File: src/rtl/murmur2_hash_with_bucket_macros.svh
// Assertion macros shared by the hash block
`ifndef MURMUR2_HASH_WITH_BUCKET_MACROS_SVH
`define MURMUR2_HASH_WITH_BUCKET_MACROS_SVH

`ifndef ASSERT_OFF
// Check a property on every clock edge out of reset
`define MM2_ASSERT(lbl, clk, rstn, prop) \
  lbl: assert property (@(posedge clk) disable iff (!rstn) (prop)) \
    else $error("mm2 assertion failed");
// Check that a signal is unchanged in the cycle after a condition
`define MM2_ASSERT_HOLD(lbl, clk, rstn, cond, sig) \
  lbl: assert property (@(posedge clk) disable iff (!rstn) (cond) |=> $stable(sig)) \
    else $error("mm2 hold assertion failed");
`else
`define MM2_ASSERT(lbl, clk, rstn, prop)
`define MM2_ASSERT_HOLD(lbl, clk, rstn, cond, sig)
`endif

`endif

File: src/rtl/mm2_pkg.sv
package mm2_pkg;

  // Input word: one byte of a message
  typedef struct packed {
    logic [7:0]  data_byte;
    logic [15:0] message_length;
    logic        is_last;
    logic        no_byte;
  } in_word_t;

  // Result word
  typedef struct packed {
    logic [31:0] hash_value;
    logic [7:0]  bucket;
    logic        length_mismatch;
  } out_word_t;

  // Queue entry: input word plus front classification
  typedef struct packed {
    logic [7:0]  data_byte;
    logic [15:0] message_length;
    logic        is_last;
    logic        no_byte;
    logic        first;
  } mm2_item_t;

  // Back-end sequencer states
  typedef enum logic [3:0] {
    ST_IDLE,
    ST_WRD_SHF,
    ST_WRD_ACC,
    ST_WRD_FOLD,
    ST_FIN_TAIL,
    ST_FIN_TAKE,
    ST_FIN_MIX,
    ST_FIN_END,
    ST_BKT_MUL,
    ST_BKT_V4,
    ST_BKT_A,
    ST_BKT_B0,
    ST_BKT_B2,
    ST_DONE
  } mm2_state_e;

  // Register map
  localparam int unsigned APB_AW = 3;
  localparam logic [0:0]  REG_HASH_SEED = 1'b0;
  localparam logic [31:0] SEED_RESET = 32'hBAADFEED;

  // Input queue depth
  localparam int unsigned QUEUE_DEPTH = 2;

  // Mixing constants
  localparam logic [31:0] MIX_M      = 32'h5BD1E995;
  localparam logic [31:0] BKT_MUL_T  = 32'd4097;
  localparam logic [31:0] BKT_ADD_T  = 32'd2127912214;
  localparam logic [31:0] BKT_XOR_V4 = 32'hC761C23C;
  localparam logic [31:0] BKT_MUL_V  = 32'd33;
  localparam logic [31:0] BKT_ADD_V5 = 32'd374761393;
  localparam logic [31:0] BKT_SUB_A  = 32'd369570787;
  localparam logic [31:0] BKT_MUL_A  = 32'd9;
  localparam logic [31:0] BKT_SUB_A2 = 32'd42973499;
  localparam logic [31:0] BKT_XOR_B  = 32'hB55A4F09;
  localparam logic [31:0] BKT_ADD_B0 = 32'd29;
  localparam logic [31:0] BKT_SUB_B0 = 32'd59;
  localparam logic [31:0] BKT_SUB_W2 = 32'd13283;
  localparam logic [31:0] BKT_ADD_W2 = 32'd18117;
  localparam logic [31:0] BKT_XOR_W2 = 32'h00004F09;
  localparam logic [7:0]  BKT_XOR_OUT = 8'd9;

endpackage

File: src/rtl/mm2_front.sv
`include "murmur2_hash_with_bucket_macros.svh"

module mm2_front import mm2_pkg::*; (
  input  logic      clk_i,
  input  logic      rst_ni,
  input  logic      in_valid_i,
  output logic      in_stall_o,
  input  in_word_t  in_word_i,
  output logic      q_valid_o,
  output mm2_item_t q_item_o,
  input  logic      q_pop_i
);

  localparam int unsigned PTR_W = $clog2(QUEUE_DEPTH);
  localparam int unsigned CNT_W = $clog2(QUEUE_DEPTH + 1);

  mm2_item_t        mem_q [QUEUE_DEPTH];
  logic [PTR_W-1:0] wr_ptr_q, rd_ptr_q;
  logic [CNT_W-1:0] count_q;
  logic             open_q;
  logic             push;
  mm2_item_t        item;

  assign in_stall_o = (count_q == CNT_W'(QUEUE_DEPTH));
  assign push       = in_valid_i && !in_stall_o;
  assign q_valid_o  = (count_q != '0);
  assign q_item_o   = mem_q[rd_ptr_q];

  // Tag the word that opens a message
  always_comb begin
    item.data_byte      = in_word_i.data_byte;
    item.message_length = in_word_i.message_length;
    item.is_last        = in_word_i.is_last;
    item.no_byte        = in_word_i.no_byte;
    item.first          = !open_q;
  end

  // Store pushed words
  always_ff @(posedge clk_i) begin
    if (push) begin
      mem_q[wr_ptr_q] <= item;
    end
  end

  // Advance pointers, count and message tracking
  always_ff @(posedge clk_i or negedge rst_ni) begin
    if (!rst_ni) begin
      wr_ptr_q <= '0;
      rd_ptr_q <= '0;
      count_q  <= '0;
      open_q   <= 1'b0;
    end else begin
      if (push) begin
        wr_ptr_q <= (wr_ptr_q == PTR_W'(QUEUE_DEPTH - 1)) ? '0 : wr_ptr_q + 1'b1;
        open_q   <= !in_word_i.is_last;
      end
      if (q_pop_i) begin
        rd_ptr_q <= (rd_ptr_q == PTR_W'(QUEUE_DEPTH - 1)) ? '0 : rd_ptr_q + 1'b1;
      end
      if (push && !q_pop_i) begin
        count_q <= count_q + 1'b1;
      end else if (!push && q_pop_i) begin
        count_q <= count_q - 1'b1;
      end
    end
  end

  `MM2_ASSERT(a_cnt_max, clk_i, rst_ni, count_q <= CNT_W'(QUEUE_DEPTH))
  `MM2_ASSERT(a_cnt_push, clk_i, rst_ni, push && !q_pop_i |=> count_q == $past(count_q) + 1'b1)
  `MM2_ASSERT_HOLD(a_open_hold, clk_i, rst_ni, !push, open_q)

endmodule

File: src/rtl/mm2_back.sv
`include "murmur2_hash_with_bucket_macros.svh"

module mm2_back import mm2_pkg::*; #(
  parameter int unsigned LENGTH_BITS = 16
) (
  input  logic        clk_i,
  input  logic        rst_ni,
  input  logic        q_valid_i,
  input  mm2_item_t   q_item_i,
  output logic        q_pop_o,
  input  logic [31:0] seed_i,
  output logic        out_valid_o,
  input  logic        out_stall_i,
  output out_word_t   out_word_o
);

  localparam logic [LENGTH_BITS-1:0] SEEN_MAX = {LENGTH_BITS{1'b1}};

  mm2_state_e             st_q, st_d;
  logic [31:0]            acc_q, acc_d;
  logic [23:0]            part_q, part_d;
  logic [1:0]             phase_q, phase_d;
  logic [LENGTH_BITS-1:0] seen_q, seen_d;
  logic [LENGTH_BITS-1:0] decl_q, decl_d;
  logic                   last_q, last_d;
  logic [31:0]            prod_q, prod_d;
  logic [31:0]            k_q, k_d;
  logic [31:0]            h_q, h_d;
  logic [31:0]            p33_q, p33_d;
  logic [31:0]            v5_q, v5_d;
  logic [31:0]            a_q, a_d;
  logic [7:0]             b0_q, b0_d;
  logic                   out_valid_q, out_valid_d;
  out_word_t              out_q, out_d;

  logic [31:0]            mul_a, mul_b, mul_p;
  logic                   slot_free;
  logic [31:0]            len32;
  logic [31:0]            acc_b;
  logic [23:0]            part_b;
  logic [1:0]             phase_b;
  logic [LENGTH_BITS-1:0] seen_b;
  logic [31:0]            t_v, v4_v, v5_v, a_hi, b_v, w2_v;
  logic [7:0]             bucket_v;

  // Shared multiplier, result registered in prod_q
  assign mul_p = mul_a * mul_b;

  assign slot_free   = !out_valid_q || !out_stall_i;
  assign q_pop_o     = (st_q == ST_IDLE) && q_valid_i;
  assign out_valid_o = out_valid_q;
  assign out_word_o  = out_q;
  assign len32       = 32'(q_item_i.message_length);

  // Sequence one item: byte packing, word mix, finalization, bucket
  always_comb begin
    st_d        = st_q;
    acc_d       = acc_q;
    part_d      = part_q;
    phase_d     = phase_q;
    seen_d      = seen_q;
    decl_d      = decl_q;
    last_d      = last_q;
    prod_d      = prod_q;
    k_d         = k_q;
    h_d         = h_q;
    p33_d       = p33_q;
    v5_d        = v5_q;
    a_d         = a_q;
    b0_d        = b0_q;
    out_d       = out_q;
    out_valid_d = out_valid_q && out_stall_i;
    mul_a       = '0;
    mul_b       = MIX_M;

    // Start of message restarts the running state
    if (q_item_i.first) begin
      acc_b   = seed_i ^ 32'(len32[LENGTH_BITS-1:0]);
      part_b  = '0;
      phase_b = 2'd0;
      seen_b  = '0;
    end else begin
      acc_b   = acc_q;
      part_b  = part_q;
      phase_b = phase_q;
      seen_b  = seen_q;
    end

    // Bucket mixing terms
    t_v      = prod_q + BKT_ADD_T;
    v4_v     = t_v ^ (t_v >> 19) ^ BKT_XOR_V4;
    v5_v     = (prod_q + BKT_ADD_V5) << 9;
    a_hi     = {16'h0000, a_q[31:16]};
    b_v      = a_hi ^ a_q ^ BKT_XOR_B;
    w2_v     = a_hi ^ (prod_q + BKT_ADD_W2) ^ BKT_XOR_W2 ^ (b_v >> 16);
    bucket_v = b0_q ^ BKT_XOR_OUT ^ b_v[23:16] ^ w2_v[15:8];

    unique case (st_q)
      ST_IDLE: begin
        if (q_valid_i) begin
          acc_d   = acc_b;
          part_d  = part_b;
          phase_d = phase_b;
          seen_d  = seen_b;
          last_d  = q_item_i.is_last;
          if (q_item_i.first) begin
            decl_d = len32[LENGTH_BITS-1:0];
          end
          if (!q_item_i.no_byte) begin
            seen_d = (seen_b != SEEN_MAX) ? seen_b + 1'b1 : seen_b;
            if (phase_b != 2'd3) begin
              part_d  = part_b | (24'(q_item_i.data_byte) << {phase_b, 3'b000});
              phase_d = phase_b + 2'd1;
            end else begin
              // Fourth byte completes a word
              mul_a   = {q_item_i.data_byte, part_b};
              prod_d  = mul_p;
              part_d  = '0;
              phase_d = 2'd0;
              st_d    = ST_WRD_SHF;
            end
          end
          if (st_d == ST_IDLE && q_item_i.is_last) begin
            st_d = ST_FIN_TAIL;
          end
        end
      end
      ST_WRD_SHF: begin
        mul_a  = prod_q ^ (prod_q >> 24);
        prod_d = mul_p;
        st_d   = ST_WRD_ACC;
      end
      ST_WRD_ACC: begin
        k_d    = prod_q;
        mul_a  = acc_q;
        prod_d = mul_p;
        st_d   = ST_WRD_FOLD;
      end
      ST_WRD_FOLD: begin
        acc_d = prod_q ^ k_q;
        st_d  = last_q ? ST_FIN_TAIL : ST_IDLE;
      end
      ST_FIN_TAIL: begin
        if (phase_q != 2'd0) begin
          mul_a  = acc_q ^ {8'h00, part_q};
          prod_d = mul_p;
          st_d   = ST_FIN_TAKE;
        end else begin
          h_d  = acc_q;
          st_d = ST_FIN_MIX;
        end
      end
      ST_FIN_TAKE: begin
        h_d  = prod_q;
        st_d = ST_FIN_MIX;
      end
      ST_FIN_MIX: begin
        mul_a  = h_q ^ (h_q >> 13);
        prod_d = mul_p;
        st_d   = ST_FIN_END;
      end
      ST_FIN_END: begin
        h_d   = prod_q ^ (prod_q >> 15);
        acc_d = prod_q ^ (prod_q >> 15);
        st_d  = ST_BKT_MUL;
      end
      ST_BKT_MUL: begin
        mul_a  = h_q;
        mul_b  = BKT_MUL_T;
        prod_d = mul_p;
        st_d   = ST_BKT_V4;
      end
      ST_BKT_V4: begin
        mul_a  = v4_v;
        mul_b  = BKT_MUL_V;
        prod_d = mul_p;
        st_d   = ST_BKT_A;
      end
      ST_BKT_A: begin
        p33_d  = prod_q;
        v5_d   = v5_v;
        mul_a  = v5_v ^ (prod_q - BKT_SUB_A);
        mul_b  = BKT_MUL_A;
        prod_d = mul_p;
        st_d   = ST_BKT_B0;
      end
      ST_BKT_B0: begin
        a_d    = prod_q - BKT_SUB_A2;
        mul_a  = v5_q ^ (p33_q + BKT_ADD_B0);
        mul_b  = BKT_MUL_A;
        prod_d = mul_p;
        st_d   = ST_BKT_B2;
      end
      ST_BKT_B2: begin
        b0_d   = a_hi[7:0] ^ (prod_q[7:0] - BKT_SUB_B0[7:0]);
        mul_a  = v5_q ^ (p33_q - BKT_SUB_W2);
        mul_b  = BKT_MUL_A;
        prod_d = mul_p;
        st_d   = ST_DONE;
      end
      ST_DONE: begin
        // Hold until the output register is free
        if (slot_free) begin
          out_d.hash_value      = h_q;
          out_d.bucket          = bucket_v;
          out_d.length_mismatch = (seen_q != decl_q);
          out_valid_d           = 1'b1;
          part_d                = '0;
          phase_d               = 2'd0;
          st_d                  = ST_IDLE;
        end
      end
      default: begin
        st_d = ST_IDLE;
      end
    endcase
  end

  // Control state
  always_ff @(posedge clk_i or negedge rst_ni) begin
    if (!rst_ni) begin
      st_q        <= ST_IDLE;
      out_valid_q <= 1'b0;
      acc_q       <= '0;
      part_q      <= '0;
      phase_q     <= 2'd0;
      seen_q      <= '0;
      decl_q      <= '0;
      last_q      <= 1'b0;
    end else begin
      st_q        <= st_d;
      out_valid_q <= out_valid_d;
      acc_q       <= acc_d;
      part_q      <= part_d;
      phase_q     <= phase_d;
      seen_q      <= seen_d;
      decl_q      <= decl_d;
      last_q      <= last_d;
    end
  end

  // Datapath registers
  always_ff @(posedge clk_i) begin
    prod_q <= prod_d;
    k_q    <= k_d;
    h_q    <= h_d;
    p33_q  <= p33_d;
    v5_q   <= v5_d;
    a_q    <= a_d;
    b0_q   <= b0_d;
    out_q  <= out_d;
  end

  `MM2_ASSERT(a_word_clears, clk_i, rst_ni, st_q == ST_WRD_SHF |-> phase_q == 2'd0 && part_q == '0)
  `MM2_ASSERT(a_done_emit, clk_i, rst_ni, $past(st_q) == ST_DONE && st_q == ST_IDLE |-> out_valid_q)
  `MM2_ASSERT_HOLD(a_done_wait, clk_i, rst_ni, st_q == ST_DONE && out_valid_q && out_stall_i, st_q)

endmodule

File: src/rtl/murmur2_hash_with_bucket.sv
// MurmurHash2 (32-bit) over a byte stream, with an 8-bit bucket index. Send one byte
// per word; the first word of a message also carries the declared length, and the
// word marked is_last produces one result (hash, bucket, length mismatch flag). An
// empty message is a single word with no_byte and is_last set. Input words pass a
// two-entry queue into a sequencer built around one shared 32x32 multiplier. A byte
// that does not complete a 4-byte word is absorbed in the idle state, a byte that
// completes one passes through the word-mix states, and the last word then runs
// finalization and bucket mixing before the result enters the output register.
// hash_seed lies at address 0 and must only be written while no message is in flight.
module murmur2_hash_with_bucket import mm2_pkg::*; #(
  parameter int unsigned LENGTH_BITS = 16
) (
  input  logic              clk_i,
  input  logic              rst_ni,
  input  logic              in_valid_i,
  output logic              in_stall_o,
  input  in_word_t          in_word_i,
  output logic              out_valid_o,
  input  logic              out_stall_i,
  output out_word_t         out_word_o,
  input  logic              psel,
  input  logic              penable,
  input  logic              pwrite,
  input  logic [APB_AW-1:0] paddr,
  input  logic [31:0]       pwdata,
  output logic [31:0]       prdata,
  output logic              pready
);

  logic [31:0] seed_q;
  logic        q_valid;
  logic        q_pop;
  mm2_item_t   q_item;
  logic        seed_sel;

  // Register decode
  assign seed_sel = (paddr[APB_AW-1:2] == REG_HASH_SEED);
  assign pready   = 1'b1;
  assign prdata   = seed_sel ? seed_q : '0;

  // Seed register
  always_ff @(posedge clk_i or negedge rst_ni) begin
    if (!rst_ni) begin
      seed_q <= SEED_RESET;
    end else if (psel && penable && pwrite && pready && seed_sel) begin
      seed_q <= pwdata;
    end
  end

  mm2_front u_front (
    .clk_i      (clk_i),
    .rst_ni     (rst_ni),
    .in_valid_i (in_valid_i),
    .in_stall_o (in_stall_o),
    .in_word_i  (in_word_i),
    .q_valid_o  (q_valid),
    .q_item_o   (q_item),
    .q_pop_i    (q_pop)
  );

  mm2_back #(
    .LENGTH_BITS (LENGTH_BITS)
  ) u_back (
    .clk_i       (clk_i),
    .rst_ni      (rst_ni),
    .q_valid_i   (q_valid),
    .q_item_i    (q_item),
    .q_pop_o     (q_pop),
    .seed_i      (seed_q),
    .out_valid_o (out_valid_o),
    .out_stall_i (out_stall_i),
    .out_word_o  (out_word_o)
  );

endmodule

File: config.mk
export PLATFORM = sky130hd
export DESIGN_NAME = murmur2_hash_with_bucket
export DESIGN_NICKNAME = d
export VERILOG_FILES = /design/src/rtl/mm2_pkg.sv /design/src/rtl/mm2_front.sv /design/src/rtl/mm2_back.sv /design/src/rtl/murmur2_hash_with_bucket.sv
export VERILOG_INCLUDE_DIRS = /design/src /design/src/rtl
export SDC_FILE = /design/constraint.sdc
export NUM_CORES = 2
export LEC_CHECK = 0
export BUFFER_PORTS_ARGS = -buffer_cell sky130_fd_sc_hd__buf_4
export CAP_MARGIN = 10
export CORE_UTILIZATION = 31
export DETAILED_ROUTE_END_ITERATION = 6
export GPL_TIMING_DRIVEN = 0
export HOLD_SLACK_MARGIN = 0.05
export SYNTH_ARGS = -nofsm -noshare
export SYNTH_HDL_FRONTEND = slang
export SYNTH_SLANG_ARGS = --single-unit
File: constraint.sdc
create_clock -name clk_i -period 11.6 [get_ports clk_i]
set_input_delay 3.48 -clock clk_i [delete_from_list [all_inputs] [get_ports clk_i]]
set_output_delay 3.48 -clock clk_i [all_outputs]
set_load 0.01 [all_outputs]
==> impl_metrics.py <==
metrics = {
    "status": {
        "outcome": "complete, no violations",
    },
    "clock_network": {
        "cts_buffers": 50,
        "cts_max_level": 2,
        "clk_pin_slew_worst_paths_ns": 0.07,
        "clock_sinks": 395,
        "cts_root_buf": "clkbuf_16",
        "cts_setup_buffers": 0,
        "hold_buffers": 0,
        "cts.path.max_buffers": 3,
        "post_cts_resized": 2,
        "insertion_delay_ns": 0.66,
        "cts_tree": "built",
    },
    "critical_path": {
        "r2r_start": "u_back.st_q[2]$_DFFE_PN0P_",
        "critPathMaxStageDelay_ns": 0.63,
        "crit_required_ns": 11.99,
        "r2r_end": "u_back.prod_q[31]$_DFFE_PP_",
        "critPathMaxFanout": 12,
        "r2r_cells": 31,
        "start_kind": "flip-flop",
        "path_class": "reg2reg",
        "cp.buffers_inverters": 8,
        "cp_common_cell": "fa_1",
        "rrSetupSlack_ns": 0.30,
        "crit_slowest_cell": "o21ai_1",
        "critical-path-top-delay-family": "adder cells",
        "endpoint_kind": "flip-flop",
        "cp.arrival_ns": 11.69,
    },
    "drt": {
        "drc": 0,
        "firstDrtPassIters": 5,
        "viasPerCell": 5.35,
        "drt_iter0_markers": 2955,
        "via_count": 25900,
        "drt-total-wl_mm": 132,
        "ant_nets": 0,
        "post_drt_wl_per_cell_um": 27.3,
    },
    "logic_synthesis": {
        "ys_types": 95,
        "ys_ff_latch": 395,
        "synth_area_per_cell_um2": 10.1,
        "synthFlopType": "edfxtp_1",
        "synth_edf_count": 262,
        "ys_async_sr_fraction_pct": 33.7,
        "ys_seq_area_share_pct": 34.5,
        "synthTopCellsByArea": "edfxtp_1, fa_1, ha_1, dfrtp_1, xnor2_1",
        "syn_inst": 3207,
        "netlist_area_um2": 32500,
        "synth_top_area_share_pct": 24.2,
        "yosys_warnings": 0,
        "yosysTopAreaCell": "edfxtp_1",
    },
    "global_route": {
        "grt_max_degree": 77,
        "grt_pass1_vias": 25800,
        "grt_overflow": 0,
        "grt_pass1_wl_mm": 188,
        "grt_antenna_before_repair": 4,
        "grtUsageTotal_pct": 24.7,
    },
    "final_layout": {
        "nNetsFinal": 3961,
        "final_cell_area_um2": 37200,
        "final_common_cell": "inv_1",
        "final-seq-area_um2": 11200,
        "final_util_pct": 35.8,
        "syn2layout_area_growth_pct": 14.4,
        "layout_common_cells": "inv_1, nand2_1, edfxtp_1, fa_1, xnor2_1",
        "drive_gt1_share_pct": 10.6,
        "multiInputGateArea_um2": 19200,
        "fill_cells": 10500,
    },
    "placed_design": {
        "portBuffers": 140,
        "dp_hpwl_mm": 106,
        "dpl_cell_area_um2": 35600,
        "routabilityCongestion": 1.02,
    },
    "worst_hold_path": {
        "hp-start": "u_back.last_q$_DFFE_PN0P_",
        "hold_path_depth": 2,
        "hold_path_class": "reg2reg",
        "hold_path_end": "u_back.last_q$_DFFE_PN0P_",
    },
    "sta": {
        "hold_violations": 0,
        "max_slew_margin_pct": 3.23,
        "fin_crit_sh_pct": 97.4,
        "clock_skew_ns": 0.0379,
        "slew_violations": 0,
        "grt_setup_unrepaired": "no",
        "hold_slack_ns": 0.496,
        "worstMarginPinSlew_ns": 1.45,
        "fmax_mhz": 88.5,
        "setup_viol": 0,
        "period_needed_ns": 11.30,
    },
    "floorplan": {
        "fp.dieW_um": 326,
        "die_y_um": 326,
        "core_region_area_um2": 104000,
        "die_area_um2": 106000,
        "io_pins": 144,
        "floorplan.initialDensity_pct": 31.3,
        "fp-row-count": 118,
    },
    "job": {
        "maxCapViolCount": 0,
    },
}
## Yosys cell counts (15+ instances only)
cell type and instances:
dfrtp_1 110, and2_1 24, nand4_1 15, ha_1 231, dfstp_2 23, xnor2_1 234
fa_1 246, xor2_1 110, a21oi_1 95, nand2_1 272, inv_1 429, buf_1 18
a22oi_1 18, and3_1 32, nand2b_1 31, mux2_2 46, nor4_1 16, nor2b_1 48
a221o_1 27, a21o_1 15, a31oi_1 33, clkbuf_1 123, mux2i_1 30, o221ai_1 17
nand3_1 35, nor3_1 38, o22ai_1 17, nor2_1 184, o21ai_0 206, edfxtp_1 262
## layout make-up
class                   instances  area share (%)
multi-input cells            2233            51.7
flip-flops and latches        395            30.2
well taps                    1380            4.64
inverters                     435            4.39
clock buffers                  62            3.51
repair buffers                155            3.38
plain buffers                 146            1.54
clock inverters                30           0.696
diodes                          3          0.0202
## worst max path at each step
stage / from / end / slack [ns] / cells past startpoint
after floorplan: u_back.st_q[3]$_DFFE_PN0P_ / u_back.prod_q[31]$_DFFE_PP_ / 1.71 / 27
after global placement: u_back.prod_q[2]$_DFFE_PP_ / u_back.prod_q[31]$_DFFE_PP_ / -1.71 / 30
after detailed placement: u_back.st_q[0]$_DFFE_PN0P_ / u_back.prod_q[31]$_DFFE_PP_ / -0.03 / 33
after CTS: u_back.st_q[0]$_DFFE_PN0P_ / u_back.prod_q[31]$_DFFE_PP_ / 0.10 / 33
after global routing: u_back.st_q[2]$_DFFE_PN0P_ / u_back.prod_q[31]$_DFFE_PP_ / 0.002 / 31
final: u_back.st_q[2]$_DFFE_PN0P_ / u_back.prod_q[31]$_DFFE_PP_ / 0.30 / 31
## routing by layer
layer	vias to the layer above	part of all wire, %	track usage (%)
met3	282	8.2	4.51
met1	13100	42	33.6
met4	2	5.4	11.9
met5	-	0.0098	0
li1	11300	-	-
met2	1273	44	37.9
## metrics by stage
| step | setup WS [ns] | setup TNS (ns) | instances |
|---|---|---|---|
| after detailed placement | -0.0276 | -0.0276 | 4742 |
| after floorplan | 1.71 | 0 | 3209 |
| after global routing | 0.00183 | 0 | 4837 |
| after global placement | -1.71 | -13.60 | 4729 |
| final | 0.305 | 0 | 4839 |
| after CTS | 0.105 | 0 | 4834 |
## worst reg2reg max path, delay by kind of cell, from the launching register on
family	cells	cell delay, ns
AO/OA/AOI/OAI	9	3.33
XOR/XNOR	1	0.38
adder cells (fa/ha/maj)	9	4.16
buffers and inverters	8	1.85
flip-flops	1	0.37
AND/OR/NAND/NOR	4	0.94
## flip-flops by register name, indices dropped and copies added (netlist names)
register and count:
u_front.rd_ptr_q 1, u_back.p33_q 32, seed_q 32, u_back.acc_q 32
u_back.b0_q 8, u_back.k_q 32, u_front.count_q 2, u_back.v5_q 23
u_back.part_q 24, u_front.wr_ptr_q 1, u_back.phase_q 2, u_front.open_q 1
u_back.a_q 8, u_back.h_q 32, u_front.mem_q 54, u_back.st_q 4
u_back.out_word_o 41, u_back.prod_q 32, u_back.out_valid_o 1, u_back.last_q 1
u_back.seen_q 16, u_back.decl_q 16
## kinds of logic (layout without fill, tap and decap cells)
family	Yosys count	in the layout	share of synthesized area, %
flops	395	395	34.5
fa+ha+maj	477	477	24.0
compound gates	566	566	11.4
xor+xnor	349	349	9.61
other cells	2	7	0.0231
buf+inv	581	828	6.75
mux	76	76	2.52
simple gates	761	761	11.2
Power is not shown: default switching activity piles up to over one toggle a cycle in this logic, so the estimate is an artifact.
